--- src/rtl/srpg_pkg.sv ---
package srpg_pkg;

    // Command codes carried in req_type
    localparam logic [2:0] REQ_TICK        = 3'd0;
    localparam logic [2:0] REQ_MOVE        = 3'd1;
    localparam logic [2:0] REQ_ROT_CENTER  = 3'd2;
    localparam logic [2:0] REQ_ROT_WHEEL   = 3'd3;
    localparam logic [2:0] REQ_RAMP_WRITE  = 3'd4;

    // Reciprocal divide: quotient = (x * mul) >> DIV_SHIFT, exact for 16-bit x
    localparam int DIV_SHIFT = 24;
    localparam int DIV_MUL_W = 25;
    localparam int DIV_PROD_W = 16 + DIV_MUL_W;

    // Status snapshot carried by one result item
    typedef struct packed {
        logic        step_a;
        logic        step_b;
        logic        dir_a;
        logic        dir_b;
        logic        mode_pins;
        logic        busy_res;
        logic [15:0] current_period;
        logic [15:0] remaining_steps;
    } res_t;

endpackage

--- src/rtl/srpg_if.sv ---
interface srpg_cmd_if;
    logic        valid;
    logic        ready;
    logic [2:0]  req_type;
    logic [15:0] step_count;
    logic        direction;
    logic        wheel_select;
    logic [3:0]  ramp_index;
    logic [15:0] ramp_period;

    modport source (
        output valid, req_type, step_count, direction, wheel_select,
               ramp_index, ramp_period,
        input  ready
    );
    modport sink (
        input  valid, req_type, step_count, direction, wheel_select,
               ramp_index, ramp_period,
        output ready
    );
endinterface

interface srpg_res_if;
    logic        valid;
    logic        ready;
    logic        step_a;
    logic        step_b;
    logic        dir_a;
    logic        dir_b;
    logic        mode_pins;
    logic        busy_res;
    logic [15:0] current_period;
    logic [15:0] remaining_steps;

    modport source (
        output valid, step_a, step_b, dir_a, dir_b, mode_pins, busy_res,
               current_period, remaining_steps,
        input  ready
    );
    modport sink (
        input  valid, step_a, step_b, dir_a, dir_b, mode_pins, busy_res,
               current_period, remaining_steps,
        output ready
    );
endinterface

--- src/rtl/stepper_ramp_pulse_generator_unit.sv ---
// Two-motor step pulse generator with a table-driven trapezoidal ramp.
// Channel cmd carries one item per tick or command: timer ticks, motion
// commands (straight, rotate about center, rotate about one wheel) and
// ramp table writes. Channel res returns exactly one status item per
// command item: step, direction and mode pin levels, busy flag, period
// in effect and steps remaining, all taken after that item's update.
// cfg_we/cfg_wdata set full-step mode; write it only while idle.
// One item per cycle while res does not stall. An accepted item passes
// the stage register and then the output register before it shows on
// res. The ramp table sits in a synchronous RAM with a registered read;
// a period fetched by one item is forwarded from the read register to
// the next item's timer compare, so back-to-back ticks never wait.
// The period index divide is a reciprocal multiply in the accept cycle.
// Reset clears the motion state and enables both motors; the ramp table
// is not cleared and must be written before a motion starts.
// When res stalls, one result waits in the output register and one more
// item is taken into the stage behind it; cmd then drops ready.
module stepper_ramp_pulse_generator_unit #(
    parameter int RAMP_STAGES   = 16,
    parameter int RAMP_INTERVAL = 8
) (
    input  logic           clk,
    input  logic           rst_n,
    srpg_cmd_if.sink       cmd,
    srpg_res_if.source     res,
    input  logic           cfg_we,
    input  logic           cfg_wdata
);
    import srpg_pkg::*;

    localparam int ADDR_W = (RAMP_STAGES > 1) ? $clog2(RAMP_STAGES) : 1;
    localparam logic [16:0] RAMP_SPAN = 17'(RAMP_STAGES * RAMP_INTERVAL);
    localparam logic [DIV_MUL_W-1:0] DIV_MUL =
        DIV_MUL_W'(((1 << DIV_SHIFT) + RAMP_INTERVAL - 1) / RAMP_INTERVAL);

    // Architectural state
    logic [15:0] steps_left_reg, steps_left_next;
    logic [15:0] steps_done_reg, steps_done_next;
    logic [1:0]  motor_en_reg, motor_en_next;
    logic [1:0]  step_pins_reg, step_pins_next;
    logic [1:0]  dir_pins_reg, dir_pins_next;
    logic [15:0] period_reg, period_next;
    logic [15:0] timer_reg, timer_next;
    logic        running_reg, running_next;
    logic        mode_reg;

    // Ramp RAM and its read register
    logic [15:0]       ramp_mem [RAMP_STAGES];
    logic [15:0]       rd_data_reg;
    logic              rd_en;
    logic [ADDR_W-1:0] rd_addr;
    logic              wr_en;
    logic [ADDR_W-1:0] wr_addr;

    // Pipeline: stage behind the output, then the output register
    logic        s1_valid_reg;
    logic        s1_pend_reg;
    res_t        s1_res_reg;
    res_t        s1_out;
    logic        out_valid_reg;
    res_t        out_res_reg;

    logic        accept;
    logic        s1_advance;
    logic [15:0] eff_period;
    logic [16:0] timer_inc;
    logic        ramp_acc;
    logic        ramp_dec;
    logic [15:0] div_in;
    logic [DIV_PROD_W-1:0] div_prod;
    logic [7:0]  wr_idx8;

    assign s1_advance = s1_valid_reg && (!out_valid_reg || res.ready);
    assign cmd.ready  = !s1_valid_reg || s1_advance;
    assign accept     = cmd.valid && cmd.ready;

    // Forward a period still sitting in the RAM read register
    assign eff_period = s1_pend_reg ? rd_data_reg : period_reg;

    assign wr_idx8 = 8'(cmd.ramp_index);
    assign wr_addr = wr_idx8[ADDR_W-1:0];

    // Divide the chosen step count by the ramp interval
    assign div_prod = DIV_PROD_W'(div_in) * DIV_PROD_W'(DIV_MUL);

    // Next state for one accepted item
    always_comb
    begin
        steps_left_next = steps_left_reg;
        steps_done_next = steps_done_reg;
        motor_en_next   = motor_en_reg;
        step_pins_next  = step_pins_reg;
        dir_pins_next   = dir_pins_reg;
        timer_next      = timer_reg;
        running_next    = running_reg;
        rd_en           = 1'b0;
        rd_addr         = '0;
        wr_en           = 1'b0;
        timer_inc       = {1'b0, timer_reg} + 17'd1;
        ramp_acc        = 1'b0;
        ramp_dec        = 1'b0;
        div_in          = '0;
        case (cmd.req_type)
            REQ_TICK:
            begin
                if (running_reg)
                begin
                    if (timer_inc >= {1'b0, eff_period})
                    begin
                        timer_next = '0;
                        if (steps_left_reg == 16'd0)
                        begin
                            // stop and reload the first ramp entry
                            running_next   = 1'b0;
                            step_pins_next = 2'b00;
                            rd_en          = 1'b1;
                        end
                        else
                        begin
                            if (step_pins_reg != 2'b00)
                            begin
                                step_pins_next = 2'b00;
                            end
                            else
                            begin
                                step_pins_next  = motor_en_reg;
                                steps_left_next = steps_left_reg - 16'd1;
                                steps_done_next = steps_done_reg + 16'd1;
                            end
                            ramp_acc = ({1'b0, steps_done_next} < RAMP_SPAN) &&
                                       (steps_done_next < steps_left_next);
                            ramp_dec = ({1'b0, steps_left_next} < RAMP_SPAN) &&
                                       (steps_left_next <= steps_done_next);
                            div_in   = ramp_acc ? steps_done_next : steps_left_next;
                            rd_en    = ramp_acc || ramp_dec;
                            rd_addr  = div_prod[DIV_SHIFT +: ADDR_W];
                        end
                    end
                    else
                    begin
                        timer_next = timer_inc[15:0];
                    end
                end
            end
            REQ_MOVE, REQ_ROT_CENTER, REQ_ROT_WHEEL:
            begin
                if (cmd.req_type == REQ_MOVE)
                begin
                    dir_pins_next = cmd.direction ? 2'b10 : 2'b01;
                    motor_en_next = 2'b11;
                end
                else if (cmd.req_type == REQ_ROT_CENTER)
                begin
                    dir_pins_next = cmd.direction ? 2'b00 : 2'b11;
                    motor_en_next = 2'b11;
                end
                else
                begin
                    dir_pins_next = cmd.direction ? 2'b00 : 2'b11;
                    motor_en_next = cmd.wheel_select ? 2'b10 : 2'b01;
                end
                steps_left_next = cmd.step_count;
                steps_done_next = '0;
                timer_next      = '0;
                running_next    = 1'b1;
                rd_en           = 1'b1;
            end
            REQ_RAMP_WRITE:
            begin
                wr_en = (int'(cmd.ramp_index) < RAMP_STAGES);
            end
            default:
            begin
                // unknown request: hold everything
            end
        endcase
    end

    // Commit a fetched period once it is in the read register
    always_comb
    begin
        period_next = period_reg;
        if (s1_valid_reg && s1_pend_reg)
        begin
            period_next = rd_data_reg;
        end
    end

    // Ramp RAM: one write port, one registered read port
    always_ff @(posedge clk)
    begin
        if (accept && wr_en)
        begin
            ramp_mem[wr_addr] <= cmd.ramp_period;
        end
        if (accept && rd_en)
        begin
            rd_data_reg <= ramp_mem[rd_addr];
        end
    end

    // Advance the motion state
    always_ff @(posedge clk or negedge rst_n)
    begin
        if (!rst_n)
        begin
            steps_left_reg <= '0;
            steps_done_reg <= '0;
            motor_en_reg   <= 2'b11;
            step_pins_reg  <= '0;
            dir_pins_reg   <= '0;
            timer_reg      <= '0;
            running_reg    <= 1'b0;
            period_reg     <= '0;
            mode_reg       <= 1'b0;
        end
        else
        begin
            period_reg <= period_next;
            if (cfg_we)
            begin
                mode_reg <= cfg_wdata;
            end
            if (accept)
            begin
                steps_left_reg <= steps_left_next;
                steps_done_reg <= steps_done_next;
                motor_en_reg   <= motor_en_next;
                step_pins_reg  <= step_pins_next;
                dir_pins_reg   <= dir_pins_next;
                timer_reg      <= timer_next;
                running_reg    <= running_next;
            end
        end
    end

    // Pipeline control
    always_ff @(posedge clk or negedge rst_n)
    begin
        if (!rst_n)
        begin
            s1_valid_reg  <= 1'b0;
            s1_pend_reg   <= 1'b0;
            out_valid_reg <= 1'b0;
        end
        else
        begin
            if (accept)
            begin
                s1_valid_reg <= 1'b1;
                s1_pend_reg  <= rd_en;
            end
            else if (s1_advance)
            begin
                s1_valid_reg <= 1'b0;
                s1_pend_reg  <= 1'b0;
            end
            if (s1_advance)
            begin
                out_valid_reg <= 1'b1;
            end
            else if (res.ready)
            begin
                out_valid_reg <= 1'b0;
            end
        end
    end

    // Resolve the period of the item leaving the stage
    always_comb
    begin
        s1_out                = s1_res_reg;
        s1_out.current_period = eff_period;
    end

    // Snapshot the status; the period is resolved on the way out
    always_ff @(posedge clk)
    begin
        if (accept)
        begin
            s1_res_reg.step_a          <= step_pins_next[0];
            s1_res_reg.step_b          <= step_pins_next[1];
            s1_res_reg.dir_a           <= dir_pins_next[0];
            s1_res_reg.dir_b           <= dir_pins_next[1];
            s1_res_reg.mode_pins       <= mode_reg;
            s1_res_reg.busy_res        <= running_next;
            s1_res_reg.current_period  <= '0;
            s1_res_reg.remaining_steps <= steps_left_next;
        end
        if (s1_advance)
        begin
            out_res_reg <= s1_out;
        end
    end

    // Drive the result channel
    assign res.valid           = out_valid_reg;
    assign res.step_a          = out_res_reg.step_a;
    assign res.step_b          = out_res_reg.step_b;
    assign res.dir_a           = out_res_reg.dir_a;
    assign res.dir_b           = out_res_reg.dir_b;
    assign res.mode_pins       = out_res_reg.mode_pins;
    assign res.busy_res        = out_res_reg.busy_res;
    assign res.current_period  = out_res_reg.current_period;
    assign res.remaining_steps = out_res_reg.remaining_steps;

endmodule

--- src/flat_wrapper.sv ---
// flat-port wrapper written by rule: the top's interface ports become plain ports
module stepper_ramp_pulse_generator_unit_flat import srpg_pkg::*;
#(
    parameter int RAMP_STAGES   = 16,
    parameter int RAMP_INTERVAL = 8
)
  (clk, rst_n, cfg_we, cfg_wdata, cmd_valid, cmd_req_type, cmd_step_count, cmd_direction, cmd_wheel_select, cmd_ramp_index, cmd_ramp_period, cmd_ready, res_valid, res_step_a, res_step_b, res_dir_a, res_dir_b, res_mode_pins, res_busy_res, res_current_period, res_remaining_steps, res_ready);
  srpg_cmd_if cmd_i ();
  srpg_res_if res_i ();
  input  logic clk;
  input  logic rst_n;
  input  logic cfg_we;
  input  logic cfg_wdata;
  input wire logic [$bits(cmd_i.valid)-1:0] cmd_valid;
  input wire logic [$bits(cmd_i.req_type)-1:0] cmd_req_type;
  input wire logic [$bits(cmd_i.step_count)-1:0] cmd_step_count;
  input wire logic [$bits(cmd_i.direction)-1:0] cmd_direction;
  input wire logic [$bits(cmd_i.wheel_select)-1:0] cmd_wheel_select;
  input wire logic [$bits(cmd_i.ramp_index)-1:0] cmd_ramp_index;
  input wire logic [$bits(cmd_i.ramp_period)-1:0] cmd_ramp_period;
  output wire logic [$bits(cmd_i.ready)-1:0] cmd_ready;
  output wire logic [$bits(res_i.valid)-1:0] res_valid;
  output wire logic [$bits(res_i.step_a)-1:0] res_step_a;
  output wire logic [$bits(res_i.step_b)-1:0] res_step_b;
  output wire logic [$bits(res_i.dir_a)-1:0] res_dir_a;
  output wire logic [$bits(res_i.dir_b)-1:0] res_dir_b;
  output wire logic [$bits(res_i.mode_pins)-1:0] res_mode_pins;
  output wire logic [$bits(res_i.busy_res)-1:0] res_busy_res;
  output wire logic [$bits(res_i.current_period)-1:0] res_current_period;
  output wire logic [$bits(res_i.remaining_steps)-1:0] res_remaining_steps;
  input wire logic [$bits(res_i.ready)-1:0] res_ready;
  assign cmd_i.valid = cmd_valid;
  assign cmd_i.req_type = cmd_req_type;
  assign cmd_i.step_count = cmd_step_count;
  assign cmd_i.direction = cmd_direction;
  assign cmd_i.wheel_select = cmd_wheel_select;
  assign cmd_i.ramp_index = cmd_ramp_index;
  assign cmd_i.ramp_period = cmd_ramp_period;
  assign cmd_ready = cmd_i.ready;
  assign res_valid = res_i.valid;
  assign res_step_a = res_i.step_a;
  assign res_step_b = res_i.step_b;
  assign res_dir_a = res_i.dir_a;
  assign res_dir_b = res_i.dir_b;
  assign res_mode_pins = res_i.mode_pins;
  assign res_busy_res = res_i.busy_res;
  assign res_current_period = res_i.current_period;
  assign res_remaining_steps = res_i.remaining_steps;
  assign res_i.ready = res_ready;
  stepper_ramp_pulse_generator_unit #(.RAMP_STAGES(RAMP_STAGES), .RAMP_INTERVAL(RAMP_INTERVAL)) u_core (.clk(clk), .rst_n(rst_n), .cmd(cmd_i), .res(res_i), .cfg_we(cfg_we), .cfg_wdata(cfg_wdata));
endmodule
--- config.mk ---
export PLATFORM = sky130hd
export DESIGN_NAME = stepper_ramp_pulse_generator_unit_flat
export DESIGN_NICKNAME = d
export VERILOG_FILES = /design/src/rtl/srpg_pkg.sv /design/src/rtl/srpg_if.sv /design/src/rtl/stepper_ramp_pulse_generator_unit.sv /design/src/flat_wrapper.sv
export SDC_FILE = /design/constraint.sdc
export NUM_CORES = 1
export LEC_CHECK = 0
export BUFFER_PORTS_ARGS = -buffer_cell sky130_fd_sc_hd__buf_2
export CORE_MARGIN = 2
export CORE_UTILIZATION = 41
export CTS_CLUSTER_DIAMETER = 200
export CTS_CLUSTER_SIZE = 16
export DETAILED_ROUTE_END_ITERATION = 12
export PLACE_DENSITY = 0.54
export SYNTH_ARGS = -nofsm -noshare
export SYNTH_HDL_FRONTEND = slang
export SYNTH_SLANG_ARGS = --single-unit
--- constraint.sdc ---
create_clock -name clk -period 6.6 [get_ports clk]
set_clock_uncertainty 0.15 [all_clocks]
set_input_delay 1.32 -clock clk [delete_from_list [all_inputs] [get_ports clk]]
set_output_delay 1.32 -clock clk [all_outputs]
set_load 0.01 [all_outputs]
== Word level (Yosys, flattened, before mapping) ==
Memory sizes are Yosys's and may differ from the RTL's. A register that Yosys moved wholly into a read port is not among the register bits.
Index checks and enable logic that the tools add are counted.
Cells by class
  add/sub/neg operators: 3
  order comparisons: 5
  eq/ne operators: 7
  mux-type cells: 55
  reduce and logical (&&, ||, !) cells: 22
Operators with widths (number)
  2-to-1 mux 16 bit: 19
  case mux 16 bit (2 select lines): 3
  < comparator 16 x 8 -> 1 bit, second input constant: 2
  2-to-1 mux 2 bit: 12
  adder 16 x 1 -> 17 bit, second input constant: 1
  >= comparator 17 x 16 -> 1 bit: 1
  adder 16 x 1 -> 16 bit, second input constant: 1
  <= comparator 16 bit: 1
  logical NOT 16 bit: 1
  < comparator 16 bit: 1
  2-to-1 mux 4 bit: 4
  subtractor 16 x 1 -> 16 bit, second input constant: 1
  2-to-1 mux 1 bit: 14
  nonzero test 2 bit: 4
  logical AND 1 bit: 7
  2-to-1 mux 7 bit: 1
  equality test 3 x 2 -> 1 bit, second input constant: 2
  AND reduction 5 bit: 1
  != test 2 x 1 -> 1 bit, second input constant: 2
  case mux 1 bit (2 select lines): 2
  equality test 3 x 1 -> 1 bit, second input constant: 1
  equality test 3 bit, second input constant: 1
  logical NOT 3 bit: 1
  logical OR 1 bit: 3
  other kinds (5): 6
Word-level totals
  bits in registers: 135
  memory bits (writable): 256
  input bits: 47
  output and inout bits: 40
  memories: 1
Memory list
  u_core.ramp_mem: words 16, bits a word 16, read ports 1, clocked after Yosys merged registers in 1, write ports 1, RTL line stepper_ramp_pulse_generator_unit.sv:48  | logic [15:0] ramp_mem [RAMP_STAGES];

== Depth between registers and ports, before layout ==
  depth after elaboration: 14
  gate-level depth with buffers: 22

== Worst setup path after synthesis ==
No wires, ideal clock.
  kind: input-to-reg
  start point: input res_ready
  end point: memory u_core.ramp_mem[4][0] (enable)
  setup time: 432 ps
  arrival time: 4550 ps
  data required time: 6018 ps
  path slack: 1469 ps
  stages on the path: 6
  cells stage by stage: nand3b_1 > nand2_1 > inv_1 > clkbuf_1 > nand4_1 > nor4_1
On the way
  word-level cells in the longest chain between the ends: 7
Ends and longest elaborated chain
  start: declaration: RTL line flat_wrapper.sv:31  | input wire logic [$bits(res_i.ready)-1:0] res_ready;
  logical OR 1 bit: RTL line stepper_ramp_pulse_generator_unit.sv:73  | assign s1_advance = s1_valid_reg && (!out_valid_reg || res.ready);
  logical AND 1 bit: RTL line stepper_ramp_pulse_generator_unit.sv:73
  logical OR 1 bit: RTL line stepper_ramp_pulse_generator_unit.sv:74  | assign cmd.ready = !s1_valid_reg || s1_advance;
  logical AND 1 bit: RTL line stepper_ramp_pulse_generator_unit.sv:75  | assign accept = cmd.valid && cmd.ready;
  via u_core.accept: RTL line stepper_ramp_pulse_generator_unit.sv:63  | logic accept;
  logical AND 1 bit: RTL line stepper_ramp_pulse_generator_unit.sv:192  | if (accept && wr_en)
  2-to-1 mux 1 bit: RTL line stepper_ramp_pulse_generator_unit.sv:192
  2-to-1 mux 1 bit (implied by the code): RTL line stepper_ramp_pulse_generator_unit.sv:194  | ramp_mem[wr_addr] <= cmd.ramp_period;
  end: declaration: RTL line stepper_ramp_pulse_generator_unit.sv:48
The timed path passes the listed nets, and every way through them passes these cells.

== Worst setup path in the final report ==
  start point: register u_core.steps_left_reg[0]
  end point: register u_core.rd_data_reg[5], read port of u_core.ramp_mem (data pin)
On the way
  word-level cells in the longest chain between the ends: 14
Ends and longest elaborated chain
  start: declaration: RTL line stepper_ramp_pulse_generator_unit.sv:37  | logic [15:0] steps_left_reg, steps_left_next;
  start signal: assignment: RTL line stepper_ramp_pulse_generator_unit.sv:226  | steps_left_reg <= steps_left_next;
  subtractor 16 x 1 -> 16 bit: RTL line stepper_ramp_pulse_generator_unit.sv:127  | steps_left_next = steps_left_reg - 16'd1;
  2-to-1 mux 16 bit: RTL line stepper_ramp_pulse_generator_unit.sv:120  | if (step_pins_reg != 2'b00)
  2-to-1 mux 16 bit: RTL line stepper_ramp_pulse_generator_unit.sv:111  | if (steps_left_reg == 16'd0)
  2-to-1 mux 16 bit: RTL line stepper_ramp_pulse_generator_unit.sv:108  | if (timer_inc >= {1'b0, eff_period})
  2-to-1 mux 16 bit: RTL line stepper_ramp_pulse_generator_unit.sv:106  | if (running_reg)
  2-to-1 mux 16 bit: RTL line stepper_ramp_pulse_generator_unit.sv:103  | case (cmd.req_type)
  < comparator 16 bit (tied with other cells): RTL line stepper_ramp_pulse_generator_unit.sv:131  | (steps_done_next < steps_left_next);
  logical AND 1 bit, on equally long branches: RTL line stepper_ramp_pulse_generator_unit.sv:130, stepper_ramp_pulse_generator_unit.sv:132
  logical OR 1 bit: RTL line stepper_ramp_pulse_generator_unit.sv:135  | rd_en = ramp_acc || ramp_dec;
  2-to-1 mux 1 bit: RTL line stepper_ramp_pulse_generator_unit.sv:111
  2-to-1 mux 1 bit: RTL line stepper_ramp_pulse_generator_unit.sv:108
  2-to-1 mux 1 bit: RTL line stepper_ramp_pulse_generator_unit.sv:106
  case mux 1 bit (2 select lines): RTL line stepper_ramp_pulse_generator_unit.sv:103
  logical AND 1 bit: RTL line stepper_ramp_pulse_generator_unit.sv:196  | if (accept && rd_en)
  end: declaration: RTL line stepper_ramp_pulse_generator_unit.sv:49  | logic [15:0] rd_data_reg;
Parallel ways exist; a longest one is shown, timed or not. The select of a mux whose other input is x is not followed.
A chain may end at the register's enable or synchronous reset.

==> impl_metrics.ini <==
[run]
drv_cap = 0

[sta]
period_needed_ps = 6148
slew_headroom_pct = 34.92
hold_viol = 0
rsz0062_at_grt = false
min_period_over_period_pct = 93.15
finalSetupViolations = 0
drv_slew = 0
setup_ws_ps = 452.1
fin_setup_tns_ps = 0
worst_pin_slew_ps = 970.9
fmax_mhz = 162.7

[floorplanning]
ios = 87
start_util_pct = 41.77
rows = 76
die_y_um = 214.0
fp.dieW_um = 214.0
dieArea_mm2 = 0.04577
core-area_mm2 = 0.04327

[cts]
holdBufCountCts = 0
clkTransAtPathRegs_ps = 80
cts_max_level = 1
cts_tree = built
cts_buffer_depth = 3
cts-root-buf = clkbuf_16
cts.sinks = 407
cts_setup_buffers = 0
cts-resized-gates = 0
cts_buffers = 29
insertion_delay_ps = 600

[finish]
fin_nets = 1564
final_common_cell = edfxtp_1
largest-register = u_core.ramp_mem
area_growth_pct = 11.74
largest_reg_flops = 256
drive_gt1_share_pct = 17.01
mostFrequentLayoutCells = 332 x edfxtp_1, 175 x nand2_1, 85 x buf_2

[placement]
place_ws_ps = 498.9
dp_hpwl_mm = 29.65
io_buffers = 86
globalplace.congestion = 0.8343

[drt]
wire_per_inst_um = 21.82
ant_nets = 0
drc = 0
post_drt_via_cell_ratio = 5.520
drt_iter0_drc = 984
vias = 11542
wl_mm = 45.62
dr.pass1.iters = 5

[yosys]
muxShareOfSynthArea_pct = 5.449
synth_cell_type_count = 90
yosysWarnings = 0
synthFlopType = edfxtp_1
synth_compound_area_share_pct = 9.603
synth_top_family_by_area = simple AND/OR/NAND/NOR gates
synth_seq_cells = 407
avgSynthCellArea_um2 = 13.07
syn_area_mm2 = 0.01807
syn_nets = 1465
synth-simple-area-share_pct = 12.36
synth_cells = 1383
yosysSeqAreaShare_pct = 65.56
async_flop_share_pct = 18.43
synth-xor-area-share_pct = 2.035
synthAdderAreaFrac_pct = 2.423
synth_edf_count = 332

[pwr]
leakage_nw = 7.363
finalPower_mw = 5.299
power_density_mw_per_mm2 = 262.4
ir_drop_uv = 215.9

[setup_path]
path_delay_family = simple AND/OR/NAND/NOR gates
path_class = flop to flop
path_max_fanout = 27
critical-path-max-stage-delay_ps = 660
start_kind = flop
worstPathArrival_ps = 6340
crit_cells = 19
worstPathRequired_ps = 6790
rr_worst_depth = 19
crit_buf_inv = 1
crit_chain = inv_1 -> ha_1 -> or4b_2 -> nor3_1 -> nand2_1 -> or3_1 -> nor3_1 -> xnor2_1 -> ha_1 -> nor2b_1 -> o21ai_0 -> o311ai_2 -> a31oi_2 -> a21oi_2 -> a211o_2 -> or4_4 -> o2bb2ai_1 -> a211oi_1 -> nor4b_2
critPathSlowestCell = or4b_2
crit_path_end_kind = flop

[global_route]
grt_start_max_net_pins = 55
grt_use_met3_pct = 2.911
globalRoute.busiestLayer = met2
met2_usage_pct = 31.65
grt_pass1_vias = 11359
antenna_found_initial = 1
grt_util_met1_pct = 28.73
grt_pass1_wl_mm = 70.47
track_usage_pct = 19.92
overflow = 0

[outcome]
status = complete, no violations

[hold_path]
min_path_cells = 0
min_path_type = flop to flop
==> layer usage <==
metal	share of wire, %	up-vias
li1	-	5410
met1	46	5735
met2	46	331
met3	6.0	66
met4	2.4	0
met5	0	-
==> cell type report <==
| type | instances | area [um^2] |
|---|---|---|
| Timing Repair Buffer | 130 | 800.8 |
| Clock inverter | 2 | 31.28 |
| Tap cell | 585 | 732.0 |
| Sequential cell | 407 | 11850 |
| Inverter | 38 | 142.6 |
| Multi-Input combinational cell | 876 | 5824 |
| Clock buffer | 52 | 812.0 |
| Fill cell | 3898 | 23070 |
| Antenna cell | 1 | 2.502 |
==> synth_stat cells, drive strengths merged, types with 3 or more instances <==
master   number  area (um^2)
a211o         6        62.56
a211oi        5        55.05
a21o          5        37.54
a21oi        53        272.8
a222oi        3        30.03
a2bb2oi       4        35.03
a31oi         8        56.30
a32o         15        150.1
a32oi         5        43.79
and2          6        37.54
and3         11        68.82
buf          30        201.4
clkbuf       32        120.1
dfrtp        73         1827
edfxtp      332         9970
ha           35        437.9
inv          38        142.6
mux2         43        484.2
mux2i        50        500.5
nand2       175        656.9
nand2b       22        145.1
nand3        52        260.3
nand3b        3        22.52
nand4        12        90.09
nor2         84        334.1
nor2b         4        25.02
nor3         26        135.1
nor3b         3        27.52
nor4         22        177.7
o21ai        78        394.1
o221ai        3        26.28
o22a         14        122.6
o22ai        20        125.1
o2bb2ai       9        78.83
o31ai         8        65.06
o32ai         4        35.03
o41ai         4        35.03
or2           6        37.54
or3           7        48.80
or4           4        33.78
xnor2        24        210.2
xor2         18        157.7
==> worst paths after layout <==
| kind | from | endpoint | slack, ps |
|---|---|---|---|
| hold / removal | u_core.s1_out[8] | u_core.res.remaining_steps[8] | 270 |
| setup reg to reg | u_core.steps_left_reg[0] | u_core.rd_data_reg[5] | 450 |
| setup / recovery | u_core.steps_left_reg[0] | u_core.rd_data_reg[5] | 450 |
| min in group asynchronous | rst_n | u_core.steps_left_reg[12] | 450 |
| hold reg to reg | u_core.s1_out[8] | u_core.res.remaining_steps[8] | 270 |
| max in group asynchronous | rst_n | u_core.timer_reg[4] | 4760 |
==> through the flow <==
stage,cell area [um^2],std cells,hold WS [ps],utilization [%]
floorplan,18070,1383,250.3,-
CTS,20190,2090,272.3,46.67
finish,20190,2091,271.8,46.67
global route,20190,2091,281.5,46.67
detailed placement,19350,2036,254.5,44.72
global placement,19350,2036,250.7,44.72
==> report_power, final <==
group	switching, mW	internal, mW
Combinational	0.364	0.228
Clock	0.881	0.838
Sequential	0.0779	2.91
Total	1.32	3.98
==> kinds of logic after synthesis <==
group	count (synthesis)
AND/OR/NAND/NOR	450
flip-flops	407
AO/OA/AOI/OAI	256
buffers and inverters	100
multiplexers	93
XOR/XNOR	42
adder cells (fa/ha/maj)	35
==> worst register-to-register path: cells and delay by family (launching register included) <==
kind / cells / cell delay, ps
AOI/OAI and AO/OA: 7 / 1810
buffers and inverters: 1 / 150
DFF: 1 / 400
and+or+nand+nor: 8 / 2610
adders and majority gates: 2 / 530
xor gates and xnor gates: 1 / 230
Power figures use the tool's default switching activity.
